`config.mk`:
```
export PLATFORM = sky130hd
export DESIGN_NAME = packed_entry_width_repacker_flat
export DESIGN_NICKNAME = d
export VERILOG_FILES = /design/src/rtl/rpk_pkg.sv /design/src/rtl/rpk_in_if.sv /design/src/rtl/rpk_out_if.sv /design/src/rtl/rpk_unpack_seq.sv /design/src/rtl/rpk_pack_unit.sv /design/src/rtl/packed_entry_width_repacker.sv /design/src/flat_wrapper.sv
export SDC_FILE = /design/constraint.sdc
export NUM_CORES = 1
export LEC_CHECK = 0
export BUFFER_PORTS_ARGS = -buffer_cell sky130_fd_sc_hd__buf_2
export CAP_MARGIN = 20
export CORE_ASPECT_RATIO = 2
export CORE_MARGIN = 3
export CORE_UTILIZATION = 30
export CTS_BUF_LIST = sky130_fd_sc_hd__clkbuf_4 sky130_fd_sc_hd__clkbuf_8
export CTS_CLUSTER_SIZE = 8
export DETAILED_ROUTE_END_ITERATION = 7
export GPL_ROUTABILITY_DRIVEN = 0
export GPL_TIMING_DRIVEN = 0
export HOLD_SLACK_MARGIN = 0.15
export PLACE_DENSITY = 0.53
export SLEW_MARGIN = 0
export SYNTH_ARGS = -nofsm -noshare
export SYNTH_HDL_FRONTEND = slang
export SYNTH_SLANG_ARGS = --single-unit
```
`constraint.sdc`:
```
create_clock -name i_clk -period 20 [get_ports i_clk]
set_input_delay 0 -clock i_clk [delete_from_list [all_inputs] [get_ports i_clk]]
set_output_delay 0 -clock i_clk [all_outputs]
set_load 0.02 [all_outputs]
```
`src/rtl/rpk_pkg.sv`:
```
// shared types and constants for the packed entry width repacker
`default_nettype none

package rpk_pkg;

    localparam int unsigned WORD_BITS  = 64;
    localparam int unsigned WIDTH_W    = 5;
    localparam int unsigned VAL_W      = 31;
    localparam int unsigned POS_W      = 7;
    localparam int unsigned CFG_DATA_W = 13;
    localparam int unsigned CFG_IDX_W  = 2;

    localparam logic [WIDTH_W-1:0]    OLD_WIDTH_RST = 5'd4;
    localparam logic [WIDTH_W-1:0]    NEW_WIDTH_RST = 5'd4;
    localparam logic [CFG_DATA_W-1:0] COUNT_RST     = 13'd4096;

    typedef enum logic [CFG_IDX_W-1:0] {
        CFG_OLD_WIDTH   = 2'd0,
        CFG_NEW_WIDTH   = 2'd1,
        CFG_ENTRY_COUNT = 2'd2
    } t_cfg_idx;

    typedef struct packed {
        logic             valid;
        logic [VAL_W-1:0] value;
        logic             done;
    } t_entry;

endpackage

`default_nettype wire

```
`src/rtl/rpk_in_if.sv`:
```
// input channel carrying packed input words
`default_nettype none

interface rpk_in_if;
    logic        valid;
    logic        ready;
    logic [63:0] in_word;

    modport source (output valid, output in_word, input ready);
    modport sink   (input valid, input in_word, output ready);
endinterface

`default_nettype wire

```
`src/rtl/rpk_out_if.sv`:
```
// output channel carrying repacked words and the last flag
`default_nettype none

interface rpk_out_if;
    logic        valid;
    logic        ready;
    logic [63:0] out_word;
    logic        out_last;

    modport source (output valid, output out_word, output out_last, input ready);
    modport sink   (input valid, input out_word, input out_last, output ready);
endinterface

`default_nettype wire

```
`src/rtl/rpk_unpack_seq.sv`:
```
// sequencer that steps through the entries of one input word with a shared shifter
`default_nettype none

module rpk_unpack_seq #(
    parameter int unsigned CNT_W = 13
) (
    input  wire logic                         i_clk,
    input  wire logic                         i_rst_n,
    input  wire logic                         i_clear,
    input  wire logic [rpk_pkg::WIDTH_W-1:0]  i_old_width,
    input  wire logic [rpk_pkg::WIDTH_W-1:0]  i_new_width,
    input  wire logic [CNT_W-1:0]             i_count,
    rpk_in_if.sink                            i_in,
    input  wire logic                         i_pack_ready,
    output rpk_pkg::t_entry                   o_entry
);
    import rpk_pkg::*;

    typedef enum logic {
        S_IDLE,
        S_RUN
    } t_state;

    t_state                 r_state;
    logic [WORD_BITS-1:0]   r_word;
    logic [POS_W-1:0]       r_bit;
    logic [CNT_W-1:0]       r_cnt;

    logic [VAL_W-1:0]       mask_old;
    logic [VAL_W-1:0]       mask_new;
    logic [CNT_W-1:0]       cnt_inc;
    logic                   done;
    logic                   fits_next;

    assign mask_old  = {VAL_W{1'b1}} >> (WIDTH_W'(VAL_W) - i_old_width);
    assign mask_new  = {VAL_W{1'b1}} >> (WIDTH_W'(VAL_W) - i_new_width);
    assign cnt_inc   = r_cnt + CNT_W'(1);
    assign done      = cnt_inc >= i_count;
    assign fits_next = (8'(r_bit) + 8'(i_old_width) + 8'(i_old_width)) <= 8'(WORD_BITS);

    assign o_entry.valid = (r_state == S_RUN);
    assign o_entry.value = r_word[VAL_W-1:0] & mask_old & mask_new;
    assign o_entry.done  = done;

    assign i_in.ready = (r_state == S_IDLE) && !i_clear;

    always_ff @(posedge i_clk) begin
        if (!i_rst_n) begin
            r_state <= S_IDLE;
            r_bit   <= '0;
            r_cnt   <= '0;
        end else if (i_clear) begin
            r_state <= S_IDLE;
            r_bit   <= '0;
            r_cnt   <= '0;
        end else begin
            case (r_state)
                S_IDLE: begin
                    if (i_in.valid) begin
                        r_word  <= i_in.in_word;
                        r_bit   <= '0;
                        r_state <= S_RUN;
                    end
                end
                S_RUN: begin
                    if (i_pack_ready) begin
                        r_word <= r_word >> i_old_width;
                        r_bit  <= r_bit + POS_W'(i_old_width);
                        if (done) begin
                            r_cnt   <= '0;
                            r_state <= S_IDLE;
                        end else begin
                            r_cnt <= cnt_inc;
                            if (!fits_next) begin
                                r_state <= S_IDLE;
                            end
                        end
                    end
                end
                default: begin
                    r_state <= S_IDLE;
                end
            endcase
        end
    end

    a_run_below_count: assert property (@(posedge i_clk) disable iff (!i_rst_n)
        (r_state == S_RUN) |-> (r_cnt < i_count))
        else $error("entry counter reached the count while stepping");

    a_run_entry_fits: assert property (@(posedge i_clk) disable iff (!i_rst_n)
        (r_state == S_RUN) |-> ((8'(r_bit) + 8'(i_old_width)) <= 8'(WORD_BITS)))
        else $error("entry extends past the input word");

endmodule

`default_nettype wire

```
`src/rtl/rpk_pack_unit.sv`:
```
// assembles entries into output words and holds the output register
`default_nettype none

module rpk_pack_unit (
    input  wire logic                         i_clk,
    input  wire logic                         i_rst_n,
    input  wire logic                         i_clear,
    input  wire logic [rpk_pkg::WIDTH_W-1:0]  i_new_width,
    input  wire rpk_pkg::t_entry              i_entry,
    output logic                              o_ready,
    rpk_out_if.source                         o_out
);
    import rpk_pkg::*;

    logic [WORD_BITS-1:0]   r_asm;
    logic [POS_W-1:0]       r_pos;
    logic                   r_out_valid;
    logic [WORD_BITS-1:0]   r_out_word;
    logic                   r_out_last;

    logic [WORD_BITS-1:0]   n_asm;
    logic [POS_W-1:0]       n_pos;
    logic                   take;
    logic                   flush;

    assign o_ready = !r_out_valid || o_out.ready;
    assign take    = i_entry.valid && o_ready;
    assign n_asm   = r_asm | (WORD_BITS'(i_entry.value) << r_pos[POS_W-2:0]);
    assign n_pos   = r_pos + POS_W'(i_new_width);
    assign flush   = i_entry.done || ((8'(n_pos) + 8'(i_new_width)) > 8'(WORD_BITS));

    assign o_out.valid    = r_out_valid;
    assign o_out.out_word = r_out_word;
    assign o_out.out_last = r_out_last;

    always_ff @(posedge i_clk) begin
        if (!i_rst_n) begin
            r_out_valid <= 1'b0;
            r_asm       <= '0;
            r_pos       <= '0;
        end else if (i_clear) begin
            r_asm <= '0;
            r_pos <= '0;
            if (o_out.ready) begin
                r_out_valid <= 1'b0;
            end
        end else begin
            if (take && flush) begin
                r_out_word  <= n_asm;
                r_out_last  <= i_entry.done;
                r_out_valid <= 1'b1;
                r_asm       <= '0;
                r_pos       <= '0;
            end else begin
                if (o_out.ready) begin
                    r_out_valid <= 1'b0;
                end
                if (take) begin
                    r_asm <= n_asm;
                    r_pos <= n_pos;
                end
            end
        end
    end

    a_pos_in_word: assert property (@(posedge i_clk) disable iff (!i_rst_n)
        r_pos < POS_W'(WORD_BITS))
        else $error("assembly position left the output word");

    a_last_flushes: assert property (@(posedge i_clk) disable iff (!i_rst_n)
        (take && i_entry.done && !i_clear) |=> (r_out_valid && r_out_last && (r_pos == '0)))
        else $error("final entry did not flush a last word");

endmodule

`default_nettype wire

```
`src/rtl/packed_entry_width_repacker.sv`:
```
// top level: repacks arrays of packed entries from one entry width to another
// output: a word is registered and valid in the cycle after the entry that completes it
// throughput: a new input word is taken only while the sequencer is idle, after the
//   last entry of the previous word or at the end of the array; one entry per cycle
//   goes through the shared shifter and an output register stall holds the step
// reset: synchronous active low, widths return to 4, count to 4096, assembly clear
`default_nettype none

module packed_entry_width_repacker #(
    parameter int unsigned MAX_ENTRIES = 4096
) (
    input  wire logic                            i_clk,
    input  wire logic                            i_rst_n,
    input  wire logic                            i_cfg_we,
    input  wire logic [rpk_pkg::CFG_IDX_W-1:0]   i_cfg_index,
    input  wire logic [rpk_pkg::CFG_DATA_W-1:0]  i_cfg_data,
    rpk_in_if.sink                               i_in,
    rpk_out_if.source                            o_out
);
    import rpk_pkg::*;

    localparam int unsigned CNT_W = $clog2(MAX_ENTRIES + 1);
    localparam int unsigned KW    = (CNT_W > CFG_DATA_W) ? CNT_W : CFG_DATA_W;

    logic [WIDTH_W-1:0]    r_old_width;
    logic [WIDTH_W-1:0]    r_new_width;
    logic [CFG_DATA_W-1:0] r_count;

    logic [WIDTH_W-1:0]    old_eff;
    logic [WIDTH_W-1:0]    new_eff;
    logic [KW-1:0]         cnt_ext;
    logic [CNT_W-1:0]      cnt_eff;
    logic                  clear;
    logic                  pack_ready;
    t_entry                entry;

    assign old_eff = (r_old_width == '0) ? WIDTH_W'(1) : r_old_width;
    assign new_eff = (r_new_width == '0) ? WIDTH_W'(1) : r_new_width;
    assign cnt_ext = KW'(r_count);
    assign cnt_eff = (r_count == '0)               ? CNT_W'(1) :
                     (cnt_ext > KW'(MAX_ENTRIES))  ? CNT_W'(MAX_ENTRIES) :
                                                     CNT_W'(cnt_ext);

    always_comb begin
        case (i_cfg_index)
            CFG_OLD_WIDTH, CFG_NEW_WIDTH, CFG_ENTRY_COUNT: clear = i_cfg_we;
            default: clear = 1'b0;
        endcase
    end

    always_ff @(posedge i_clk) begin
        if (!i_rst_n) begin
            r_old_width <= OLD_WIDTH_RST;
            r_new_width <= NEW_WIDTH_RST;
            r_count     <= COUNT_RST;
        end else if (i_cfg_we) begin
            case (i_cfg_index)
                CFG_OLD_WIDTH: begin
                    r_old_width <= i_cfg_data[WIDTH_W-1:0];
                end
                CFG_NEW_WIDTH: begin
                    r_new_width <= i_cfg_data[WIDTH_W-1:0];
                end
                CFG_ENTRY_COUNT: begin
                    r_count <= i_cfg_data;
                end
                default: begin
                end
            endcase
        end
    end

    rpk_unpack_seq #(
        .CNT_W (CNT_W)
    ) u_seq (
        .i_clk        (i_clk),
        .i_rst_n      (i_rst_n),
        .i_clear      (clear),
        .i_old_width  (old_eff),
        .i_new_width  (new_eff),
        .i_count      (cnt_eff),
        .i_in         (i_in),
        .i_pack_ready (pack_ready),
        .o_entry      (entry)
    );

    rpk_pack_unit u_pack (
        .i_clk       (i_clk),
        .i_rst_n     (i_rst_n),
        .i_clear     (clear),
        .i_new_width (new_eff),
        .i_entry     (entry),
        .o_ready     (pack_ready),
        .o_out       (o_out)
    );

endmodule

`default_nettype wire
```
`src/flat_wrapper.sv`:
```
// flat-port wrapper written by rule: the top's interface ports become plain ports
module packed_entry_width_repacker_flat import rpk_pkg::*;
#(
    parameter int unsigned MAX_ENTRIES = 4096
)
  (i_clk, i_rst_n, i_cfg_we, i_cfg_index, i_cfg_data, i_in_valid, i_in_in_word, i_in_ready, o_out_valid, o_out_out_word, o_out_out_last, o_out_ready);
  rpk_in_if i_in_i ();
  rpk_out_if o_out_i ();
  input  wire logic i_clk;
  input  wire logic i_rst_n;
  input  wire logic i_cfg_we;
  input  wire logic [rpk_pkg::CFG_IDX_W-1:0] i_cfg_index;
  input  wire logic [rpk_pkg::CFG_DATA_W-1:0] i_cfg_data;
  input wire logic [$bits(i_in_i.valid)-1:0] i_in_valid;
  input wire logic [$bits(i_in_i.in_word)-1:0] i_in_in_word;
  output wire logic [$bits(i_in_i.ready)-1:0] i_in_ready;
  output wire logic [$bits(o_out_i.valid)-1:0] o_out_valid;
  output wire logic [$bits(o_out_i.out_word)-1:0] o_out_out_word;
  output wire logic [$bits(o_out_i.out_last)-1:0] o_out_out_last;
  input wire logic [$bits(o_out_i.ready)-1:0] o_out_ready;
  assign i_in_i.valid = i_in_valid;
  assign i_in_i.in_word = i_in_in_word;
  assign i_in_ready = i_in_i.ready;
  assign o_out_valid = o_out_i.valid;
  assign o_out_out_word = o_out_i.out_word;
  assign o_out_out_last = o_out_i.out_last;
  assign o_out_i.ready = o_out_ready;
  packed_entry_width_repacker #(.MAX_ENTRIES(MAX_ENTRIES)) u_core (.i_clk(i_clk), .i_rst_n(i_rst_n), .i_cfg_we(i_cfg_we), .i_cfg_index(i_cfg_index), .i_cfg_data(i_cfg_data), .i_in(i_in_i), .o_out(o_out_i));
endmodule
```
# Word level (Yosys, flattened, before mapping)
# Index checks and enable logic that the tools add are counted.
# op_classes
add_sub_neg	8
n_lt_le_gt_ge	4
n_eq_ne	4
shifts	4
n_mux	20
bitwise_logic	6
reduce_logical	21
# ops
op	count
2-to-1 mux 64 bit	2
one-hot mux 64 bit (2 select lines)	1
bitwise OR 64 bit	1
<< shifter 31 x 6 -> 64 bit	1
right shift 64 x 5 -> 64 bit	1
bitwise AND 31 bit	2
right shift 31 x 5 -> 31 bit, first input constant	2
2-to-1 mux 13 bit	3
adder 7 x 5 -> 8 bit	2
adder 7 x 5 -> 7 bit	2
2-to-1 mux 7 bit	2
one-hot mux 7 bit (2 select lines)	1
adder 13 x 1 -> 13 bit, second input constant	1
greater-or-equal comparator 13 bit	1
> comparator 13 bit, second input constant	1
logical NOT 13 bit	1
logical NOT 5 bit	2
2-to-1 mux 5 bit	2
AND reduction 2 bit	5
subtractor 5 bit, first input constant	2
adder 8 x 5 -> 8 bit	1
> comparator 8 x 7 -> 1 bit, second input constant	1
less-or-equal comparator 8 x 7 -> 1 bit, second input constant	1
2-to-1 mux 1 bit	8
other kinds (13)	21
# word_totals
register_bits	245
input_bits	84

# Longest topological paths before layout
# Gate-level depths: netlist (run 1).
# logic_depth
depth_word	9
ltp_mapped	20

# Hierarchy
# From an unflattened synthesis (run 1), not the netlist that was laid out.
# unflattened
cells_unflattened	1837
area_unflattened_um2	17596.9
# by_module_without_submodules
module	n_inst	cells_each	area_per_inst_um2	seq_area_each_um2
rpk_pack_unit	1	842	8405.6	3393.3
rpk_unpack_seq	1	874	8144.1	2342.2
packed_entry_width_repacker	1	121	1047.3	460.4

# Worst setup path after synthesis (run 1)
# OpenSTA, ideal clock, no wires.
# synth_path
path_kind	register to register
from	register u_core.u_pack.r_pos[1]
to	register u_core.u_pack.r_out_last (netlist: u_core.u_pack.o_out.out_last), enable pin
setup_time_ns	0.568
arrival_time_ns	8.182
setup_slack_ns	11.250
stages_incl_launch_ff	19
synth_period_minus_slack_ns	8.750
cell_sequence	dfxtp_1 > inv_1 > clkbuf_1 > buf_1 > clkbuf_1 > fa_1 > nor2b_1 > o21ai_0 > nand2_1 > xor2_1 > ha_1 > inv_1 > o41ai_1 > nand3b_1 > a221oi_1 > or3_1 > buf_2 > and2_1 > nor3_1
# synth_between
elab_chain_len	6
# synth_rtl
element	line	text
start: declaration	rpk_pack_unit.sv:16	logic [POS_W-1:0] r_pos;
start signal: assignment	rpk_pack_unit.sv:60	r_pos <= n_pos;
adder 7 x 5 -> 7 bit	rpk_pack_unit.sv:29	assign n_pos = r_pos + POS_W'(i_new_width);
named net u_core.u_pack.n_pos[4]	rpk_pack_unit.sv:22	logic [POS_W-1:0] n_pos;
adder 7 x 5 -> 8 bit	rpk_pack_unit.sv:30	assign flush = i_entry.done || ((8'(n_pos) + 8'(i_new_width)) > 8'(WORD_BITS));
> comparator 8 x 7 -> 1 bit	rpk_pack_unit.sv:30	
logical OR 1 bit	rpk_pack_unit.sv:30	
logical AND 1 bit	rpk_pack_unit.sv:48	if (take && flush) begin
AND reduction 3 bit (no line)	--	
end signal: assignment	rpk_pack_unit.sv:50	r_out_last <= i_entry.done;
end: declaration	rpk_pack_unit.sv:19	logic r_out_last;
# The timed path passes the listed nets, and every way through them passes these cells.
# A chain may end at the register's enable or synchronous reset.

# Final worst setup path (run 1)
# layout_path
from	register u_core.u_pack.r_pos[1]
to	register u_core.u_pack.r_out_word[2] (netlist: u_core.u_pack.o_out.out_word[2]), enable pin
# layout_between
elab_chain_len	6
# layout_rtl
element	line	text
adder 7 x 5 -> 7 bit	rpk_pack_unit.sv:29	
named net u_core.u_pack.n_pos[4]	rpk_pack_unit.sv:22	
adder 7 x 5 -> 8 bit	rpk_pack_unit.sv:30	
> comparator 8 x 7 -> 1 bit	rpk_pack_unit.sv:30	
logical OR 1 bit	rpk_pack_unit.sv:30	
logical AND 1 bit	rpk_pack_unit.sv:48	
AND reduction 3 bit (no line)	--	
end signal: assignment	rpk_pack_unit.sv:49	r_out_word <= n_asm;
end: declaration	rpk_pack_unit.sv:18	logic [WORD_BITS-1:0] r_out_word;
# The timed path passes the listed nets, and every way through them passes these cells.

==> results of run 1 <==
final cells by class:
cell class | instances | area share
Buffer | 162 | 0.0335
Tap cell | 756 | 0.0446
Antenna cell | 1 | 0.000118
Sequential cell | 245 | 0.292
Clock buffer | 64 | 0.0359
Timing Repair Buffer | 263 | 0.0892
Multi-Input combinational cell | 1485 | 0.492
Clock inverter | 10 | 0.00407
Inverter | 48 | 0.00849
worst paths after layout:
path / endpoint / slack (ns) / from / depth (start not counted)
worst min-delay path: u_core.r_new_width[2]$_SDFFE_PN1P_ / 0.19 / i_rst_n / 3
worst max register to register: u_core.u_pack.o_out.out_word[2]$_DFFE_PP_ / 13.39 / u_core.u_pack.r_pos[1]$_SDFFE_PP0P_ / 23
worst max-delay path: u_core.u_pack.o_out.out_word[2]$_DFFE_PP_ / 13.39 / u_core.u_pack.r_pos[1]$_SDFFE_PP0P_ / 23
worst min register to register: u_core.u_pack.r_asm[28]$_SDFFE_PP0P_ / 0.45 / u_core.u_pack.r_asm[28]$_SDFFE_PP0P_ / 2
flip-flops by register name, summed over array words and instances (netlist names):
register / cells
u_core.r_new_width: 5
u_core.u_pack.o_out.out_word: 64
u_core.u_pack.o_out.out_last: 1
u_core.u_seq.r_cnt: 13
u_core.u_pack.r_pos: 7
u_core.u_pack.r_asm: 64
u_core.cnt_ext: 13
u_core.r_old_width: 5
u_core.u_seq.r_word: 64
u_core.u_seq.r_state: 1
u_core.u_pack.o_out.valid: 1
u_core.u_seq.r_bit: 7
per-layer routing:
layer | up-vias | global-route usage | wire (µm)
met4 | 0 | 0.228 | 8830
met1 | 8375 | 0.236 | 25100
met5 | - | 0 | 0
met3 | 445 | 0.0467 | 5510
met2 | 1098 | 0.448 | 39800
li1 | 7933 | - | -
kinds of logic (layout without fill, tap and decap cells):
logic type / after synthesis / in the layout
compound gates: 535 / 535
xor+xnor: 23 / 23
fa+ha+maj: 39 / 39
buf+inv: 210 / 547
flops: 245 / 245
mux: 283 / 283
other cells: 0 / 1
simple gates: 605 / 605
power by group:
part / internal, µW / switching (µW)
clock: 256 / 222
sequential: 542 / 9.81
combinational: 90.0 / 176
total: 888 / 408
synth_stat cells (9+ instances only):
master / number / area share
a21oi_1: 129 / 0.037
o221ai_1: 15 / 0.0075
nor4_1: 12 / 0.0043
a221o_1: 12 / 0.0069
xnor2_1: 9 / 0.0045
a211oi_1: 24 / 0.010
a31oi_1: 45 / 0.016
nor2_1: 153 / 0.033
nand2b_1: 11 / 0.0039
o32ai_1: 9 / 0.0045
mux2i_1: 249 / 0.14
o221a_2: 9 / 0.0058
nor3_1: 49 / 0.014
or3_1: 14 / 0.0050
o21a_1: 10 / 0.0043
o211ai_1: 16 / 0.0069
nand3b_1: 15 / 0.0064
edfxtp_1: 129 / 0.22
mux4_2: 17 / 0.022
a22o_1: 11 / 0.0055
nand4_1: 11 / 0.0039
o31ai_1: 11 / 0.0047
o22ai_1: 14 / 0.0050
a21boi_0: 21 / 0.0090
buf_1: 30 / 0.0064
mux2_2: 17 / 0.011
buf_2: 40 / 0.011
inv_1: 44 / 0.0094
o2bb2ai_1: 10 / 0.0050
nor2b_1: 16 / 0.0057
dfxtp_1: 116 / 0.13
nand3_1: 38 / 0.011
clkbuf_1: 82 / 0.018
a21o_1: 28 / 0.012
nand2_1: 209 / 0.045
or2_2: 14 / 0.0050
o21ai_0: 59 / 0.017
and3_1: 25 / 0.0089
ha_1: 34 / 0.024
o21bai_1: 11 / 0.0047
and2_1: 9 / 0.0032
xor2_1: 14 / 0.0070
a221oi_1: 9 / 0.0045
per-stage QoR:
stage	hold slack [ns]	setup WS (ns)
6_report	0.186	13.39
5_1_grt	0.162	12.90
4_1_cts	0.156	13.57
3_5_place_dp	0.253	13.62
3_3_place_gp	0.250	8.61
2_1_floorplan	0.0619	11.25
critical path, cell delays in order (launching register included):
cell      delay, ns
dfxtp_1        0.36
inv_1          0.32
clkbuf_1       0.45
buf_1          0.50
clkbuf_1       0.65
fa_1           0.35
nor2b_1        0.09
o21ai_0        0.17
nand2_1        0.08
xor2_1         0.17
ha_1           0.31
inv_1          0.06
o41ai_1        0.55
nand3b_1       0.19
a221oi_1       0.08
or3_1          0.30
buf_2          0.20
and2_1         0.22
nor3_2         0.21
buf_6          0.21
buf_6          0.19
buf_6          0.19
buf_6          0.19
buf_6          0.20
placed cells by master (no fill, tap or decap), types with 15 or more instances in the layout:
master         instances
mux2i_1              249
nand2_1              209
buf_2                193
nor2_1               153
edfxtp_1             129
a21oi_1              128
dfxtp_1              116
dlygate4sd3_1        103
clkbuf_1              82
o21ai_0               59
nor3_1                47
a31oi_1               45
clkbuf_8              45
inv_1                 44
nand3_1               38
ha_1                  34
buf_1                 30
a21o_1                28
and3_1                25
a211oi_1              24
a21boi_0              21
clkbuf_4              19
mux4_2                17
mux2_2                17
o211ai_1              16
nor2b_1               16
nand3b_1              15
o221ai_1              15
==> summary.md, run 1 <==
| Metric | Value |
|---|---|
| Status | finished, final reports clean |
| Via Count | 17,851 |
| Multi-input gate area | 0.0104 mm² |
| Core ar. | 0.0574 mm² |
| Total I/O pin count | ~150 |
| Number of gates resized after CTS | 0 |
| Fin Setup TNS | 0 ns |
| Vias in the first global route | about 18,000 |
| Placed instance area | 0.0193 mm² |
| RSZ-0062 raised after global routing | no |
| Worst-Margin Slew | 1.21 ns |
| Worst EP arrival | ~6.9 ns |
| Detailed Place HPWL | 61,400 µm |
| Drt initial violations | 1,600 |
| DRC viols | 0 |
| Final Hold Viols | 0 |
| Setup CP Type | register to register |
| Pin count of the biggest net entering global routing | 30 |
| Post-Synth Adder-Cell Area | 0.0294 |
| Post-synthesis sequential area ratio | 0.354 |
| CTS Buf Count | slightly above 40 |
| Mapped Avg Cell Area | around 9.0 µm² |
| Worst Setup Start Kind | register |
| Clk root buf | clkbuf_8 |
| Number of synthesized register bits | 245 |
| # rows | 124 |
| Worst IR Drop VDD | 45.9 µV |
| Post-Synth Simple-Gate Area | 0.162 |
| Global-route wire length before repair | ~120,000 µm |
| Leakage | roughly 0.0092 µW |
| Post-synthesis cell type count | 96 |
| Initial antenna violation count | 1 |
| Post-CTS Setup Inserts | 0 |
| Vias per cell | around 6 |
| Chip Width | between 150 and 200 µm |
| Final Cycle Share | 0.331 |
| YS warnings | 0 |
| Number of flops mapped to enable cells by yosys | 129 |
| Ys async rst share | 0 |
| Layout cells sized above 1 | 0.161 |
| Post-route antenna net violation count | 0 |
| Synth Area in XOR/XNOR | 0.0115 |
| Initial cell density of the core | 0.305 |
| Layout Area Growth over Synthesis | 21.2% |
| Peak Freq | roughly 0.15 GHz |
| Clock slew at reported path FFs | around 0.060 ns |
| Worst slew margin | 0.189 |
| Crit. End Element | register |
| Tot GR Track Use | 0.250 |
| Fin cells | 3,034 |
| Max-cap violation count | 0 |
| Slew Viols, Final | 0 |
| Clock latency on the worst-skew pair | between 0.6 and 0.7 ns |
| Htree depth | 2 |
| CTS Buffer Depth | 3 |
| Drt total wl | 79,300 µm |
| Finished Core Util | 0.370 |
| Cell Pwr Density | between 60 and 70 mW/mm² |
| Largest family of logic cells by synthesized area | compound AO/OA/AOI/OAI gates |
| Fin Clk Skew | 0.0344 ns |
| Largest fanout on the critical path | 14 |
| Overall Power | 1300 µW |
| Die Y | 348 µm |
| Syn Std Cell Area | 0.0175 mm² |
| Seq. cell area | 0.00620 mm² |
| Cell area after layout | roughly 0.021 mm² |
| # hold bufs at CTS | 103 |
| DIE AREA | 0.0615 mm² |
| Nets | 2,368 |
| CTS tree | yes |
| WP data required | roughly 20 ns |
| Minimum clock period | 6.61 ns |
| Dpl cells | 2,856 |
| GRT overflow | 0 |
| Mux cell area share after synthesis | 0.175 |
| Fillers | roughly 5,900 |
| Dominant synthesized flop cell | edfxtp_1 |
| Syn_nets | 2,062 |
| Routed len/inst | around 26 µm |
| Syn Inst Count | 1,940 |
| Clock sink count | 245 |
| Port-buffer cells | 150 |
| Final setup fails | 0 |
| Worst hold-check path type | input port to register |
| Drt first pass iters | 8 |
| Synth Area in Compound Gates | 0.217 |
Note: power is estimated with default switching activity, not from simulation.
==> inputs of run 2 (changes only) <==
ABC_AREA = 1   (was not set)
PLACE_DENSITY = 0.54   (was 0.53)
clock period = 5.7 ns   (was 20 ns; I/O delays follow)
==> run 2 against run 1 <==
Effect of this change:
- clock-buffer cell count is the same
- setup slack lost 13 ns
- highest routed layer is now met5
- critical path depth shrank 3
- flip-flop and latch count is the same
- maximum frequency grew 28%
==> summary.md, run 2 <==
| Metric | Value |
|---|---|
| Status | finished, final reports clean |
| DIE AREA | just under 0.06 mm² |
| Ranking of synthesized cells by area | edfxtp_1 23%, nand2_1 17%, dfxtp_1 14% |
| Fin Clk Skew | 0.0382 ns |
| Pin count of the biggest net entering global routing | 37 |
| Syn_nets | 2,682 |
| WP data required | between 5 and 6 ns |
| Peak Freq | 0.193 GHz |
| Layout cells sized above 1 | 0.108 |
| Worst hold-check path type | input port to register |
| Drt initial violations | 1,590 |
| Mapped Avg Cell Area | ~6.6 µm² |
| Clock sink count | roughly 250 |
| CP dominant cell by count | nand2_1 |
| Post-route antenna net violation count | 0 |
| Most frequent cells in the layout | 756 x nand2_1, 392 x nand3_1, 225 x nor2_1 |
| Largest fanout on the critical path | 36 |
| Clock slew at reported path FFs | 0.06 ns |
| Largest stage delay, worst path | about 0.7 ns |
| Final setup fails | 0 |
| Post-synthesis sequential area ratio | 0.365 |
| Worst slew margin | 0.271 |
| DRC viols | 0 |
| RSZ-0062 raised after global routing | no |
| Via Count | 19,557 |
| Vias per cell | 5.36 |
| Layout Area Growth over Synthesis | 22.3% |
| Finished Core Util | 0.373 |
| Initial cell density of the core | 0.305 |
| Worst EP arrival | 5.45 ns |
| Nets | 2,990 |
| Drt total wl | 79,400 µm |
| Overall Power | 5000 µW |
| CTS Buf Count | 42 |
| Fillers | ~6,000 |
| CTS Buffer Depth | 3 |
| Slew Viols, Final | 0 |
| R2R Setup Slk | 0.52 ns |
| Dominant synthesized flop cell | edfxtp_1 |
| Clk root buf | clkbuf_8 |
| Critical path buffers and inverters | 7 |
| Cell taking the most area after synthesis | edfxtp_1 |
| Detailed Place HPWL | 61,800 µm |
| # rows | 122 |
| Most common cell after layout, fill and taps aside | nand2_1 |
| Initial antenna violation count | 2 |
| Cells on Worst Hold Path | 4 |
| Htree depth | 2 |
| Cell Chain, Critical Path | clkbuf_1 > inv_2 > buf_1 > fa_1 > inv_1 > a21oi_1 > a21oi_1 > xor2_1 > inv_1 > ha_1 > nand2_1 > nand2_1 > nand2_1 > xor2_1 > nand2_1 > nand2_1 > nand2_4 > buf_4 > nor2_4 > buf_12 |
| GRT overflow | 0 |
| Ys async rst share | 0 |
| Routed len/inst | 21.8 µm |
| Max-cap violation count | 0 |
| Drt first pass iters | 8 |
| Worst reg-to-reg path cell count | 20 |
| Clock latency on the worst-skew pair | 0.62 ns |
| Critical path depth in cells | 20 |
| Cell Pwr Density | 241 mW/mm² |
| Core ar. | around 0.056 mm² |
| Vias in the first global route | slightly below 20,000 |
| Slowest cell on crit path | nor2_4 |
| Worst IR Drop VDD | between 150 and 200 µV |
| Leakage | ~0.0093 µW |
| Minimum clock period | 5.18 ns |
| Total I/O pin count | 151 |
| Synth top cells by count | 756 x nand2_1, 392 x nand3_1, 227 x nor2_1 |
| Final Cycle Share | 0.909 |
| Worst-Margin Slew | 1.08 ns |
| Tot GR Track Use | 0.260 |
| Post-synth top area share | 0.228 |
| Crit. End Element | register |
| Number of synthesized register bits | 245 |
| Die Y | 343 µm |
| Fin Setup TNS | 0 ns |
| Chip Width | 174 µm |
| Syn Inst Count | between 2,000 and 3,000 |
| YS warnings | 0 |
| Port-buffer cells | 150 |
| Final Hold Viols | 0 |
| Fin cells | 3,648 |
| Worst Setup Start Kind | register |
| Dpl cells | 3,456 |
| Post-synthesis cell type count | 53 |
| Count leader, synth | nand2_1 |
| Global-route wire length before repair | 117,000 µm |
| CTS tree | yes |
| Number of flops mapped to enable cells by yosys | 129 |
| Syn Std Cell Area | 0.0170 mm² |
| Setup CP Type | register to register |
| Cell class contributing the biggest share of worst-path delay | buffers and inverters |
run 2: final timing paths:
kind / startpoint / end
setup / recovery: u_core.u_pack.r_pos[1]$_SDFFE_PP0P_ / u_core.u_pack.o_out.out_word[45]$_DFFE_PP_
hold / removal: i_in_in_word[63] / u_core.u_seq.r_word[63]$_DFFE_PP_
setup reg to reg: u_core.u_pack.r_pos[1]$_SDFFE_PP0P_ / u_core.u_pack.o_out.out_word[45]$_DFFE_PP_
hold reg to reg: u_core.u_pack.r_asm[1]$_SDFFE_PP0P_ / u_core.u_pack.r_asm[1]$_SDFFE_PP0P_
run 2: cells by family (layout without fill, tap and decap cells):
group,Yosys count,count (layout),synth area share
AO/OA/AOI/OAI,371,371,0.120
XOR/XNOR,17,17,0.00876
adder cells (fa/ha/maj),38,38,0.0298
buffers and inverters,394,735,0.0937
flip-flops,245,245,0.365
multiplexers,19,19,0.0112
other,0,3,0
AND/OR/NAND/NOR,1476,1476,0.371
run 2: routing by layer:
metal  vias up  part of all wire  GRT usage  wire length, µm
met5         -           0.00014          0               11
li1       9101                 -          -                -
met2      1102              0.49      0.463            38900
met4         2              0.12      0.264             9840
met1      8899              0.32      0.241            25200
met3       453             0.069     0.0476             5440
run 2: layout make-up:
class	count	area, µm²	share of cell area
Inverter	235	882	0.0425
Antenna cell	3	7.51	0.000361
Clock buffer	64	762	0.0367
Tap cell	744	931	0.0448
Timing Repair Buffer	264	1910	0.0919
Multi-Input combinational cell	1921	9220	0.444
Clock inverter	13	160	0.00771
Buffer	159	709	0.0342
Sequential cell	245	6200	0.298
run 2: worst register-to-register path: stages, from the launching register on:
cell      delay [ns]
dfxtp_1         0.35
clkbuf_1        0.41
inv_2           0.22
buf_1           0.36
fa_1            0.55
inv_1           0.09
a21oi_1         0.07
a21oi_1         0.21
xor2_1          0.21
inv_1           0.07
ha_1            0.34
nand2_1         0.09
nand2_1         0.05
nand2_1         0.08
xor2_1          0.15
nand2_1         0.07
nand2_1         0.09
nand2_4         0.14
buf_4           0.26
nor2_4          0.70
buf_12          0.32
run 2: where the power goes:
part | leakage (µW) | internal, µW | switching [µW]
Clock | 0.000489 | 1000 | 809
Combinational | 0.00667 | 364 | 869
Sequential | 0.00214 | 1920 | 37.2
run 2: stage by stage:
step / setup slack (ns) / hold WS [ns] / cell area, µm²
floorplan: 0.534 / 0.130 / 17000
global placement: -0.781 / 0.224 / 18700
detailed placement: 0.596 / 0.233 / 18700
CTS: 0.538 / 0.193 / 20800
global route: 0.240 / 0.237 / 20800
finish: 0.521 / 0.235 / 20800
run 2: timing repair:
action	4_1_cts	5_1_grt
hold buffers	111	0
gates resized for setup	0	0
setup buffers	0	0
endpoints found under the hold margin	100	0
